===== src/rtl/glcd_pkg.sv =====
// Shared types and constants for the glyph to LCD SPI byte stream block.
package glcd_pkg;

  // Configuration register indexes
  localparam int unsigned CfgIdxW  = 2;
  localparam int unsigned CfgDataW = 8;
  localparam logic [CfgIdxW-1:0] CfgColOffset = 2'd0;
  localparam logic [CfgIdxW-1:0] CfgRowOffset = 2'd1;

  // Glyph geometry
  localparam int unsigned GlyphBytes = 32;
  localparam int unsigned IdxW       = 5;
  localparam logic [IdxW-1:0] IdxLast = IdxW'(GlyphBytes - 1);
  localparam logic [7:0] WinSpan = 8'd15;

  // Panel commands
  localparam logic [7:0] CmdColSet = 8'h2A;
  localparam logic [7:0] CmdRowSet = 8'h2B;
  localparam logic [7:0] CmdMemWr  = 8'h2C;

  // Output sequence positions: window bytes first, then 16 pixel bytes
  localparam int unsigned StepW = 5;
  localparam logic [StepW-1:0] StepColCmd = 5'd0;
  localparam logic [StepW-1:0] StepCsHi   = 5'd1;
  localparam logic [StepW-1:0] StepCsLo   = 5'd2;
  localparam logic [StepW-1:0] StepCeHi   = 5'd3;
  localparam logic [StepW-1:0] StepCeLo   = 5'd4;
  localparam logic [StepW-1:0] StepRowCmd = 5'd5;
  localparam logic [StepW-1:0] StepRsHi   = 5'd6;
  localparam logic [StepW-1:0] StepRsLo   = 5'd7;
  localparam logic [StepW-1:0] StepReHi   = 5'd8;
  localparam logic [StepW-1:0] StepReLo   = 5'd9;
  localparam logic [StepW-1:0] StepMemCmd = 5'd10;
  localparam logic [StepW-1:0] StepPixel0 = 5'd11;
  localparam logic [StepW-1:0] StepFinal  = 5'd26;

  // One classified item, as queued between front and back
  typedef struct packed {
    logic        first;
    logic        glyph_last;
    logic [7:0]  bits;
    logic [15:0] color;
    logic [9:0]  col_start;
    logic [9:0]  col_end;
    logic [7:0]  row_start;
    logic [7:0]  row_end;
  } glcd_entry_t;

  // Queue status seen by front and back
  typedef struct packed {
    logic full;
    logic empty;
  } glcd_qstat_t;

endpackage


===== src/rtl/glcd_if.sv =====
// Valid/ready channel interfaces for glyph input and SPI byte output.
interface glcd_in_if;
  logic        valid;
  logic        ready;
  logic [7:0]  glyph_byte;
  logic [8:0]  pos_x;
  logic [7:0]  pos_y;
  logic [15:0] fg_color;

  modport source (output valid, glyph_byte, pos_x, pos_y, fg_color, input ready);
  modport sink   (input valid, glyph_byte, pos_x, pos_y, fg_color, output ready);
endinterface

interface glcd_out_if;
  logic       valid;
  logic       ready;
  logic [7:0] spi_byte;
  logic       is_data;
  logic       run_last;
  logic       glyph_done;

  modport source (output valid, spi_byte, is_data, run_last, glyph_done, input ready);
  modport sink   (input valid, spi_byte, is_data, run_last, glyph_done, output ready);
endinterface


===== src/rtl/glcd_front.sv =====
// Front end: accepts glyph bytes, tracks position, computes the window.
module glcd_front (
  input  logic                          clk_i,
  input  logic                          rst_ni,
  input  logic                          cfg_we_i,
  input  logic [glcd_pkg::CfgIdxW-1:0]  cfg_idx_i,
  input  logic [glcd_pkg::CfgDataW-1:0] cfg_wdata_i,
  input  logic                          in_valid_i,
  output logic                          in_ready_o,
  input  logic [7:0]                    glyph_byte_i,
  input  logic [8:0]                    pos_x_i,
  input  logic [7:0]                    pos_y_i,
  input  logic [15:0]                   fg_color_i,
  input  glcd_pkg::glcd_qstat_t         qstat_i,
  output logic                          push_o,
  output glcd_pkg::glcd_entry_t         entry_o
);
  import glcd_pkg::*;

  logic [7:0]      col_off_q, row_off_q;
  logic [IdxW-1:0] byte_idx_q, byte_idx_d;
  logic [15:0]     held_color_q, held_color_d;
  logic            first;
  logic [9:0]      col_start;

  // Configuration registers
  always_ff @(posedge clk_i or negedge rst_ni) begin
    if (!rst_ni) begin
      col_off_q <= '0;
      row_off_q <= '0;
    end else if (cfg_we_i) begin
      case (cfg_idx_i)
        CfgColOffset: col_off_q <= cfg_wdata_i;
        CfgRowOffset: row_off_q <= cfg_wdata_i;
        default: ;
      endcase
    end
  end

  assign in_ready_o = !qstat_i.full;
  assign push_o     = in_valid_i && in_ready_o;
  assign first      = (byte_idx_q == '0);

  // Classify the item and work out the window coordinates
  assign col_start = {1'b0, pos_x_i} + {2'b00, col_off_q};
  always_comb begin
    entry_o.first      = first;
    entry_o.glyph_last = (byte_idx_q == IdxLast);
    entry_o.bits       = glyph_byte_i;
    entry_o.color      = first ? fg_color_i : held_color_q;
    entry_o.col_start  = col_start;
    entry_o.col_end    = col_start + {2'b00, WinSpan};
    entry_o.row_start  = pos_y_i + row_off_q;
    entry_o.row_end    = pos_y_i + row_off_q + WinSpan;
  end

  // Position within glyph and latched colour
  always_comb begin
    byte_idx_d   = byte_idx_q;
    held_color_d = held_color_q;
    if (push_o) begin
      byte_idx_d   = byte_idx_q + 1'b1;
      held_color_d = entry_o.color;
    end
  end

  always_ff @(posedge clk_i or negedge rst_ni) begin
    if (!rst_ni) begin
      byte_idx_q   <= '0;
      held_color_q <= '0;
    end else begin
      byte_idx_q   <= byte_idx_d;
      held_color_q <= held_color_d;
    end
  end

endmodule


===== src/rtl/glcd_queue.sv =====
// Short register queue between front and back ends.
module glcd_queue #(
  parameter int unsigned Depth = 4
) (
  input  logic                  clk_i,
  input  logic                  rst_ni,
  input  logic                  push_i,
  input  glcd_pkg::glcd_entry_t entry_i,
  input  logic                  pop_i,
  output glcd_pkg::glcd_entry_t entry_o,
  output glcd_pkg::glcd_qstat_t qstat_o
);
  import glcd_pkg::*;

  localparam int unsigned PtrW = (Depth > 1) ? $clog2(Depth) : 1;
  localparam int unsigned CntW = $clog2(Depth + 1);
  localparam logic [PtrW-1:0] PtrMax = PtrW'(Depth - 1);
  localparam logic [CntW-1:0] CntFull = CntW'(Depth);

  glcd_entry_t     mem_q [Depth];
  logic [PtrW-1:0] wr_ptr_q, wr_ptr_d, rd_ptr_q, rd_ptr_d;
  logic [CntW-1:0] count_q, count_d;

  assign qstat_o.full  = (count_q == CntFull);
  assign qstat_o.empty = (count_q == '0);
  assign entry_o       = mem_q[rd_ptr_q];

  // Pointer and fill count update
  always_comb begin
    wr_ptr_d = wr_ptr_q;
    rd_ptr_d = rd_ptr_q;
    count_d  = count_q;
    if (push_i) begin
      wr_ptr_d = (wr_ptr_q == PtrMax) ? '0 : wr_ptr_q + 1'b1;
    end
    if (pop_i) begin
      rd_ptr_d = (rd_ptr_q == PtrMax) ? '0 : rd_ptr_q + 1'b1;
    end
    if (push_i && !pop_i) begin
      count_d = count_q + 1'b1;
    end else if (pop_i && !push_i) begin
      count_d = count_q - 1'b1;
    end
  end

  always_ff @(posedge clk_i or negedge rst_ni) begin
    if (!rst_ni) begin
      wr_ptr_q <= '0;
      rd_ptr_q <= '0;
      count_q  <= '0;
    end else begin
      wr_ptr_q <= wr_ptr_d;
      rd_ptr_q <= rd_ptr_d;
      count_q  <= count_d;
    end
  end

  // Entry storage
  always_ff @(posedge clk_i) begin
    if (push_i) begin
      mem_q[wr_ptr_q] <= entry_i;
    end
  end

endmodule


===== src/rtl/glcd_back.sv =====
// Back end: sequences window and pixel bytes into a registered output.
module glcd_back (
  input  logic                  clk_i,
  input  logic                  rst_ni,
  input  glcd_pkg::glcd_entry_t entry_i,
  input  glcd_pkg::glcd_qstat_t qstat_i,
  output logic                  pop_o,
  output logic                  out_valid_o,
  input  logic                  out_ready_i,
  output logic [7:0]            spi_byte_o,
  output logic                  is_data_o,
  output logic                  run_last_o,
  output logic                  glyph_done_o
);
  import glcd_pkg::*;

  glcd_entry_t      cur_q, cur_d;
  logic             busy_q, busy_d;
  logic [StepW-1:0] step_q, step_d;
  logic             out_valid_q, out_valid_d;
  logic [7:0]       spi_byte_q, spi_byte_d;
  logic             is_data_q, is_data_d;
  logic             run_last_q, run_last_d;
  logic             glyph_done_q, glyph_done_d;
  logic             adv, last_step;
  logic [StepW-1:0] pix_idx;
  logic [7:0]       byte_val;
  logic             byte_data;

  assign adv       = busy_q && (!out_valid_q || out_ready_i);
  assign last_step = (step_q == StepFinal);
  assign pop_o     = !qstat_i.empty && (!busy_q || (adv && last_step));
  assign pix_idx   = step_q - StepPixel0;

  // Byte for the current step
  always_comb begin
    byte_val  = '0;
    byte_data = 1'b1;
    case (step_q)
      StepColCmd: begin
        byte_val  = CmdColSet;
        byte_data = 1'b0;
      end
      StepCsHi:   byte_val = {6'd0, cur_q.col_start[9:8]};
      StepCsLo:   byte_val = cur_q.col_start[7:0];
      StepCeHi:   byte_val = {6'd0, cur_q.col_end[9:8]};
      StepCeLo:   byte_val = cur_q.col_end[7:0];
      StepRowCmd: begin
        byte_val  = CmdRowSet;
        byte_data = 1'b0;
      end
      StepRsHi:   byte_val = '0;
      StepRsLo:   byte_val = cur_q.row_start;
      StepReHi:   byte_val = '0;
      StepReLo:   byte_val = cur_q.row_end;
      StepMemCmd: begin
        byte_val  = CmdMemWr;
        byte_data = 1'b0;
      end
      default: begin
        // Pixel bytes: two per bitmap bit, LSB first, colour high then low
        if (cur_q.bits[pix_idx[3:1]]) begin
          byte_val = pix_idx[0] ? cur_q.color[7:0] : cur_q.color[15:8];
        end
      end
    endcase
  end

  // Sequencer and output register
  always_comb begin
    cur_d        = cur_q;
    busy_d       = busy_q;
    step_d       = step_q;
    out_valid_d  = out_valid_q && !out_ready_i;
    spi_byte_d   = spi_byte_q;
    is_data_d    = is_data_q;
    run_last_d   = run_last_q;
    glyph_done_d = glyph_done_q;
    if (adv) begin
      out_valid_d  = 1'b1;
      spi_byte_d   = byte_val;
      is_data_d    = byte_data;
      run_last_d   = last_step;
      glyph_done_d = last_step && cur_q.glyph_last;
      step_d       = step_q + 1'b1;
      if (last_step) begin
        busy_d = 1'b0;
      end
    end
    if (pop_o) begin
      cur_d  = entry_i;
      busy_d = 1'b1;
      step_d = entry_i.first ? StepColCmd : StepPixel0;
    end
  end

  always_ff @(posedge clk_i or negedge rst_ni) begin
    if (!rst_ni) begin
      busy_q      <= 1'b0;
      step_q      <= '0;
      out_valid_q <= 1'b0;
    end else begin
      busy_q      <= busy_d;
      step_q      <= step_d;
      out_valid_q <= out_valid_d;
    end
  end

  always_ff @(posedge clk_i) begin
    cur_q        <= cur_d;
    spi_byte_q   <= spi_byte_d;
    is_data_q    <= is_data_d;
    run_last_q   <= run_last_d;
    glyph_done_q <= glyph_done_d;
  end

  assign out_valid_o  = out_valid_q;
  assign spi_byte_o   = spi_byte_q;
  assign is_data_o    = is_data_q;
  assign run_last_o   = run_last_q;
  assign glyph_done_o = glyph_done_q;

endmodule


===== src/rtl/glyph_to_lcd_spi_stream.sv =====
// The first byte of an item passes the queue entry, the back-end item register
// and the output register. The back-end sequencer gives one output byte per
// cycle while the receiver is ready; an item is 16 bytes, or 27 for the first
// byte of a glyph (window command added). The input side keeps taking items
// while the queue has room. Reset: asynchronous, active low; clears offsets,
// glyph position, colour, queue and output valid.
module glyph_to_lcd_spi_stream #(
  parameter int unsigned QUEUE_DEPTH = 4
) (
  input  logic                          clk_i,
  input  logic                          rst_ni,
  input  logic                          cfg_we_i,
  input  logic [glcd_pkg::CfgIdxW-1:0]  cfg_idx_i,
  input  logic [glcd_pkg::CfgDataW-1:0] cfg_wdata_i,
  glcd_in_if.sink                       in_if,
  glcd_out_if.source                    out_if
);
  import glcd_pkg::*;

  glcd_entry_t push_entry, pop_entry;
  glcd_qstat_t qstat;
  logic        push, pop;

  // Front end
  glcd_front u_front (
    .clk_i        (clk_i),
    .rst_ni       (rst_ni),
    .cfg_we_i     (cfg_we_i),
    .cfg_idx_i    (cfg_idx_i),
    .cfg_wdata_i  (cfg_wdata_i),
    .in_valid_i   (in_if.valid),
    .in_ready_o   (in_if.ready),
    .glyph_byte_i (in_if.glyph_byte),
    .pos_x_i      (in_if.pos_x),
    .pos_y_i      (in_if.pos_y),
    .fg_color_i   (in_if.fg_color),
    .qstat_i      (qstat),
    .push_o       (push),
    .entry_o      (push_entry)
  );

  // Queue between the two halves
  glcd_queue #(.Depth(QUEUE_DEPTH)) u_queue (
    .clk_i   (clk_i),
    .rst_ni  (rst_ni),
    .push_i  (push),
    .entry_i (push_entry),
    .pop_i   (pop),
    .entry_o (pop_entry),
    .qstat_o (qstat)
  );

  // Back end
  glcd_back u_back (
    .clk_i        (clk_i),
    .rst_ni       (rst_ni),
    .entry_i      (pop_entry),
    .qstat_i      (qstat),
    .pop_o        (pop),
    .out_valid_o  (out_if.valid),
    .out_ready_i  (out_if.ready),
    .spi_byte_o   (out_if.spi_byte),
    .is_data_o    (out_if.is_data),
    .run_last_o   (out_if.run_last),
    .glyph_done_o (out_if.glyph_done)
  );

`ifndef NO_ASSERTIONS
  // No transaction is taken into a full queue
  assert property (@(posedge clk_i) disable iff (!rst_ni) qstat.full |-> !in_if.ready)
    else $error("input ready while queue full");

  // Nothing is popped from an empty queue
  assert property (@(posedge clk_i) disable iff (!rst_ni) qstat.empty |-> !pop)
    else $error("pop from empty queue");

  // End of glyph coincides with end of item
  assert property (@(posedge clk_i) disable iff (!rst_ni)
                   out_if.valid && out_if.glyph_done |-> out_if.run_last)
    else $error("glyph_done without run_last");

  // Command bytes are only the three panel commands
  assert property (@(posedge clk_i) disable iff (!rst_ni)
                   out_if.valid && !out_if.is_data |->
                   (out_if.spi_byte == CmdColSet) || (out_if.spi_byte == CmdRowSet) ||
                   (out_if.spi_byte == CmdMemWr))
    else $error("unexpected command byte");
`endif

endmodule


===== src/flat_wrapper.sv =====
// flat-port wrapper written by rule: the top's interface ports become plain ports
module glyph_to_lcd_spi_stream_flat import glcd_pkg::*;
#(
  parameter int unsigned QUEUE_DEPTH = 4
)
  (clk_i, rst_ni, cfg_we_i, cfg_idx_i, cfg_wdata_i, in_if_valid, in_if_glyph_byte, in_if_pos_x, in_if_pos_y, in_if_fg_color, in_if_ready, out_if_valid, out_if_spi_byte, out_if_is_data, out_if_run_last, out_if_glyph_done, out_if_ready);
  glcd_in_if in_if_i ();
  glcd_out_if out_if_i ();
  input  logic clk_i;
  input  logic rst_ni;
  input  logic cfg_we_i;
  input  logic [glcd_pkg::CfgIdxW-1:0] cfg_idx_i;
  input  logic [glcd_pkg::CfgDataW-1:0] cfg_wdata_i;
  input wire logic [$bits(in_if_i.valid)-1:0] in_if_valid;
  input wire logic [$bits(in_if_i.glyph_byte)-1:0] in_if_glyph_byte;
  input wire logic [$bits(in_if_i.pos_x)-1:0] in_if_pos_x;
  input wire logic [$bits(in_if_i.pos_y)-1:0] in_if_pos_y;
  input wire logic [$bits(in_if_i.fg_color)-1:0] in_if_fg_color;
  output wire logic [$bits(in_if_i.ready)-1:0] in_if_ready;
  output wire logic [$bits(out_if_i.valid)-1:0] out_if_valid;
  output wire logic [$bits(out_if_i.spi_byte)-1:0] out_if_spi_byte;
  output wire logic [$bits(out_if_i.is_data)-1:0] out_if_is_data;
  output wire logic [$bits(out_if_i.run_last)-1:0] out_if_run_last;
  output wire logic [$bits(out_if_i.glyph_done)-1:0] out_if_glyph_done;
  input wire logic [$bits(out_if_i.ready)-1:0] out_if_ready;
  assign in_if_i.valid = in_if_valid;
  assign in_if_i.glyph_byte = in_if_glyph_byte;
  assign in_if_i.pos_x = in_if_pos_x;
  assign in_if_i.pos_y = in_if_pos_y;
  assign in_if_i.fg_color = in_if_fg_color;
  assign in_if_ready = in_if_i.ready;
  assign out_if_valid = out_if_i.valid;
  assign out_if_spi_byte = out_if_i.spi_byte;
  assign out_if_is_data = out_if_i.is_data;
  assign out_if_run_last = out_if_i.run_last;
  assign out_if_glyph_done = out_if_i.glyph_done;
  assign out_if_i.ready = out_if_ready;
  glyph_to_lcd_spi_stream #(.QUEUE_DEPTH(QUEUE_DEPTH)) u_core (.clk_i(clk_i), .rst_ni(rst_ni), .cfg_we_i(cfg_we_i), .cfg_idx_i(cfg_idx_i), .cfg_wdata_i(cfg_wdata_i), .in_if(in_if_i), .out_if(out_if_i));
endmodule

===== config.mk =====
export PLATFORM = sky130hd
export DESIGN_NAME = glyph_to_lcd_spi_stream_flat
export DESIGN_NICKNAME = d
export VERILOG_FILES = /design/src/rtl/glcd_pkg.sv /design/src/rtl/glcd_if.sv /design/src/rtl/glcd_front.sv /design/src/rtl/glcd_queue.sv /design/src/rtl/glcd_back.sv /design/src/rtl/glyph_to_lcd_spi_stream.sv /design/src/flat_wrapper.sv
export SDC_FILE = /design/constraint.sdc
export NUM_CORES = 1
export LEC_CHECK = 0
export ABC_CLOCK_PERIOD_IN_PS = 10900
export BUFFER_PORTS_ARGS = -buffer_cell sky130_fd_sc_hd__buf_2
export CAP_MARGIN = 25
export CORE_MARGIN = 2
export CORE_UTILIZATION = 40
export CTS_CLUSTER_SIZE = 40
export DETAILED_ROUTE_END_ITERATION = 10
export GPL_ROUTABILITY_DRIVEN = 1
export PLACE_DENSITY = 0.58
export SETUP_SLACK_MARGIN = 0.5
export SLEW_MARGIN = 30
export SYNTH_ARGS = -nofsm -noshare
export SYNTH_HDL_FRONTEND = slang
export SYNTH_SLANG_ARGS = --single-unit

===== constraint.sdc =====
create_clock -name clk_i -period 10.9 [get_ports clk_i]
set_input_delay 1.09 -clock clk_i [delete_from_list [all_inputs] [get_ports clk_i]]
set_output_delay 1.09 -clock clk_i [all_outputs]
set_load 0.02 [all_outputs]

==> flow_results.org <==
** Synth
- After synthesis, the cell types taking the most area are sky130_fd_sc_hd__edfxtp_1 64%, sky130_fd_sc_hd__mux4_2 9.3%, sky130_fd_sc_hd__dfrtp_1 8.5%.
- During synthesis, Yosys emitted a total of 0 warnings.
- EDFF count, synth :: 320
- Yosys mapped the design onto 65 distinct sky130hd cell types.
- Top-area cell type share of the netlist area :: 63.9%
- Most used DFF post-synth :: sky130_fd_sc_hd__edfxtp_1
- Gate Count Post-Synth :: 780
- Sequential share of the synthesized area :: 72.3%
- Per-instance average area after synthesis :: 19.3 um2
- Of all flip-flops after synthesis, the portion carrying an async set or reset was 13.7%.
- Cell type with the highest aggregate area in the netlist :: sky130_fd_sc_hd__edfxtp_1
- The number of nets handed over by synthesis was 869.
- Counting flops and latches in the post-synthesis netlist gives 371.
- Netlist area before placement :: 15,000 um2

** Placement
- At the end of routability-driven placement, the weighted congestion stood at 0.747.
- In this run the tool buffered the top-level ports with 68 buffer cells.
- Once detailed placement completed, the half-perimeter wirelength came to 17.1 mm.

** Floorplanning
- Initial core utilization :: 40.3%
- The floorplan step defined a core boundary enclosing 37,300 um2.
- Die height :: 198 um
- The die covers 39,200 um2.
- Die Wd :: 198 um
- The floorplan has 71 rows.
- 69 I/O pins were placed.

** Clock network
- Clk root buf :: sky130_fd_sc_hd__clkbuf_16
- Clock net sink count :: 371
- Total clock buffers created by CTS :: 39
- The clock tree synthesis step divided the H-tree into 2 levels.
- Buffers added to address setup during post-CTS repair amount to 0.
- Buffers inserted to repair hold after CTS numbered 0.
- TritonCTS built the clock tree.
- Counting along the longest clock path gives a buffer depth of 3.
- After clock tree synthesis, the clock-pin slew on the worst setup and hold paths is 0.06 ns.
- PostCTS Resize Cnt :: 0
- Latest clock arrival within the worst-skew pair :: 0.55 ns

** STA
- Slew Viols, Final :: 0
- Setup repair after global routing left no endpoint under its margin.
- Slew margin rel. :: 39.0%
- The clock period could shrink to 3.51 ns.
- Adding up every negative setup slack in the final design gives 0 ns.
- Final hold analysis gives a worst-case slack of 0.501 ns.
- For the pin with the worst max-slew slack, the measured transition is 0.915 ns.
- The final count of hold timing violations came to 0.
- Maximum clock frequency :: 285 MHz
- For the final database, setup skew stands at 0.0183 ns.
- Setup violations remaining at the end of the flow were counted as 0.
- Period utilization :: 32.2%

** Critical path
- Setup slack of the worst register-to-register path :: 7.39 ns
- Startpoint-to-endpoint class of the critical path :: flip-flop to flip-flop
- For the worst setup path, the data required time is 11.32 ns.
- Element type at the critical path end :: flip-flop
- The worst setup path is launched from a flip-flop.
- Along the worst path, the maximum fanout reaches 66.
- STA puts the critical path data arrival time at 3.93 ns.

** Cells and area
- Area Growth Syn to Fin :: 14.7%
- In the final design database the tool counted 963 nets.
- Diode count :: 0
- In the layout the commonest cells are 320 x sky130_fd_sc_hd__edfxtp_1, 68 x sky130_fd_sc_hd__buf_2, 62 x sky130_fd_sc_hd__mux4_2.
- At the end of the flow the core is filled with cells to 46.3%.
- Leaving out fill and tap cells, the most frequent cell in the layout is sky130_fd_sc_hd__edfxtp_1.
- Of the cells placed in the final design, the portion with a size suffix greater than 1 is 30.4%.
- Filler instances :: 3,161

** Status
- The flow ran to the end, and the final reports show no timing, DRC or antenna violations.

** Drt
- The detail route stage leaves a number of antenna-violating nets equal to 0.
- After detailed routing, the total wire length is 28.4 mm.
- Wire per inst :: 20.6 um
- Detailed router's first-iteration violation count :: 460
- Average via count per standard cell :: 5.20
- Via count :: 7,164
- Remaining routing DRC violations :: 0
- The pre-antenna-repair detailed-routing pass consisted of 4 iterations.

** Pwr
- In this run the power density over the cells is 275 nW/um2.
- Clock network power share :: 28.1%
- Largest vdd supply drop :: 0.149 mV
- Of the total power, registers draw 47.0%.
- Switching Fraction :: 29.1%
- LEAKAGE :: 5.99 nW
- The analysis attributes to net switching a power of 1.38 mW.
- Part of the power in combinational logic :: 24.9%
- The internal portion of the total power is 3.36 mW.
- After layout, the design draws a total of 4.74 mW.

** Flow run
- Max-cap violations in this run came to 0.

** Global routing
- Across every metal layer, demand over resource in global routing totals 15.0%.
- Number of global-route vias before repair :: 7,394
- Initial antenna violation count :: 0
- Global-route wire length before repair :: 44.3 mm
- Pin count of the biggest net entering global routing :: 67
- After global routing the overflow that remains totals 0.

** Worst hold path
- The path class of the tightest hold or removal check is flip-flop to flip-flop.
==> cell usage after synthesis, drive strengths merged, types with 2 or more instances <==
| master | number |
|---|---|
| a211o | 2 |
| a211oi | 2 |
| a21o | 3 |
| a21oi | 13 |
| a221oi | 5 |
| a22o | 3 |
| a22oi | 3 |
| a31o | 2 |
| and2 | 4 |
| and3 | 9 |
| buf | 16 |
| clkbuf | 9 |
| dfrtp | 51 |
| edfxtp | 320 |
| fa | 3 |
| ha | 30 |
| inv | 26 |
| mux2 | 53 |
| mux2i | 10 |
| mux4 | 64 |
| nand2 | 17 |
| nand2b | 5 |
| nand3 | 5 |
| nand3b | 4 |
| nand4 | 4 |
| nor2 | 21 |
| nor2b | 5 |
| nor3 | 8 |
| nor3b | 3 |
| nor4b | 2 |
| o211ai | 3 |
| o21a | 3 |
| o21ai | 17 |
| o21bai | 2 |
| o22ai | 2 |
| o31a | 2 |
| xnor2 | 23 |
| xor2 | 12 |
==> cells by family after synthesis <==
family / share of synthesized area [%]
flip-flops: 72.3
adder cells (fa/ha/maj): 2.89
buffers and inverters: 1.42
AO/OA/AOI/OAI: 3.53
XOR/XNOR: 2.09
multiplexers: 14.3
AND/OR/NAND/NOR: 3.43
==> final cells by class <==
type                            instances  area (um2)  share of cell area, %
Tap cell                              474         593                   3.44
Clock buffer                           48        1010                   5.85
Clock inverter                         24         289                   1.67
Sequential cell                       371       10900                   63.1
Multi-Input combinational cell        358        3950                   22.9
Timing Repair Buffer                   78         430                   2.49
Inverter                               26        97.6                  0.565
==> path summary, 6_finish.rpt <==
path                                                 from                              to  depth (start not counted)
hold reg to reg            u_core.u_front.held_color_q[8]  u_core.u_front.held_color_q[8]                          1
setup reg to reg                  u_core.u_back.step_q[0]       u_core.u_queue.count_q[1]                         11
hold / removal             u_core.u_front.held_color_q[8]  u_core.u_front.held_color_q[8]                          1
max in group asynchronous                          rst_ni      u_core.u_queue.rd_ptr_q[0]                          2
min in group asynchronous                          rst_ni     u_core.u_front.col_off_q[7]                          2
setup / recovery                  u_core.u_back.step_q[0]       u_core.u_queue.count_q[1]                         11
==> worst max-delay path: stages, from the launching register on <==
cell	delay [ns]
sky130_fd_sc_hd__dfrtp_1	0.61
sky130_fd_sc_hd__inv_1	0.17
sky130_fd_sc_hd__ha_1	0.27
sky130_fd_sc_hd__and3_1	0.26
sky130_fd_sc_hd__a21bo_2	0.16
sky130_fd_sc_hd__o31a_2	0.13
sky130_fd_sc_hd__buf_4	0.61
sky130_fd_sc_hd__inv_2	0.18
sky130_fd_sc_hd__ha_1	0.26
sky130_fd_sc_hd__inv_1	0.07
sky130_fd_sc_hd__fa_1	0.40
sky130_fd_sc_hd__mux2_2	0.26
==> stage by stage <==
step / area [um2] / std cells / setup WS [ns]
global route: 17300 / 1379 / 7.10
global placement: 15900 / 1307 / 7.39
floorplan: 15000 / 780 / 7.38
CTS: 17300 / 1379 / 7.32
finish: 17300 / 1379 / 7.39
detailed placement: 16000 / 1307 / 7.32
==> layer usage <==
metal	share of wire, %	global-route usage, %	vias to the layer above
met5	0	0	-
met4	2.4	4.46	0
met3	3.5	2.67	44
met2	47	24.1	103
met1	47	21.1	3703
li1	-	-	3314
==> power by group through the flow <==
stage | combinational (mW) | sequential (mW) | clock (mW)
global placement | 1.19 | 2.25 | 0
floorplan | 0.889 | 2.20 | 0
finish | 1.18 | 2.23 | 1.33
global route | 1.30 | 2.27 | 1.42
CTS | 1.21 | 2.24 | 1.37
detailed placement | 1.21 | 2.26 | 0
==> flip-flops by register name, indices dropped and copies added, names as in the netlist <==
signal,count
u_core.u_front.row_off_q,8
u_core.u_back.spi_byte_o,8
u_core.u_back.busy_q,1
u_core.u_back.cur_q,61
u_core.u_front.byte_idx_q,5
u_core.u_back.step_q,5
u_core.u_front.held_color_q,16
u_core.u_front.col_off_q,8
u_core.u_queue.mem_q,248
u_core.u_back.glyph_done_o,1
u_core.u_queue.count_q,3
u_core.u_queue.rd_ptr_q,2
u_core.u_back.is_data_o,1
u_core.u_back.run_last_o,1
u_core.u_queue.wr_ptr_q,2
u_core.u_back.out_valid_o,1
Note: power is estimated with default switching activity, not from simulation.
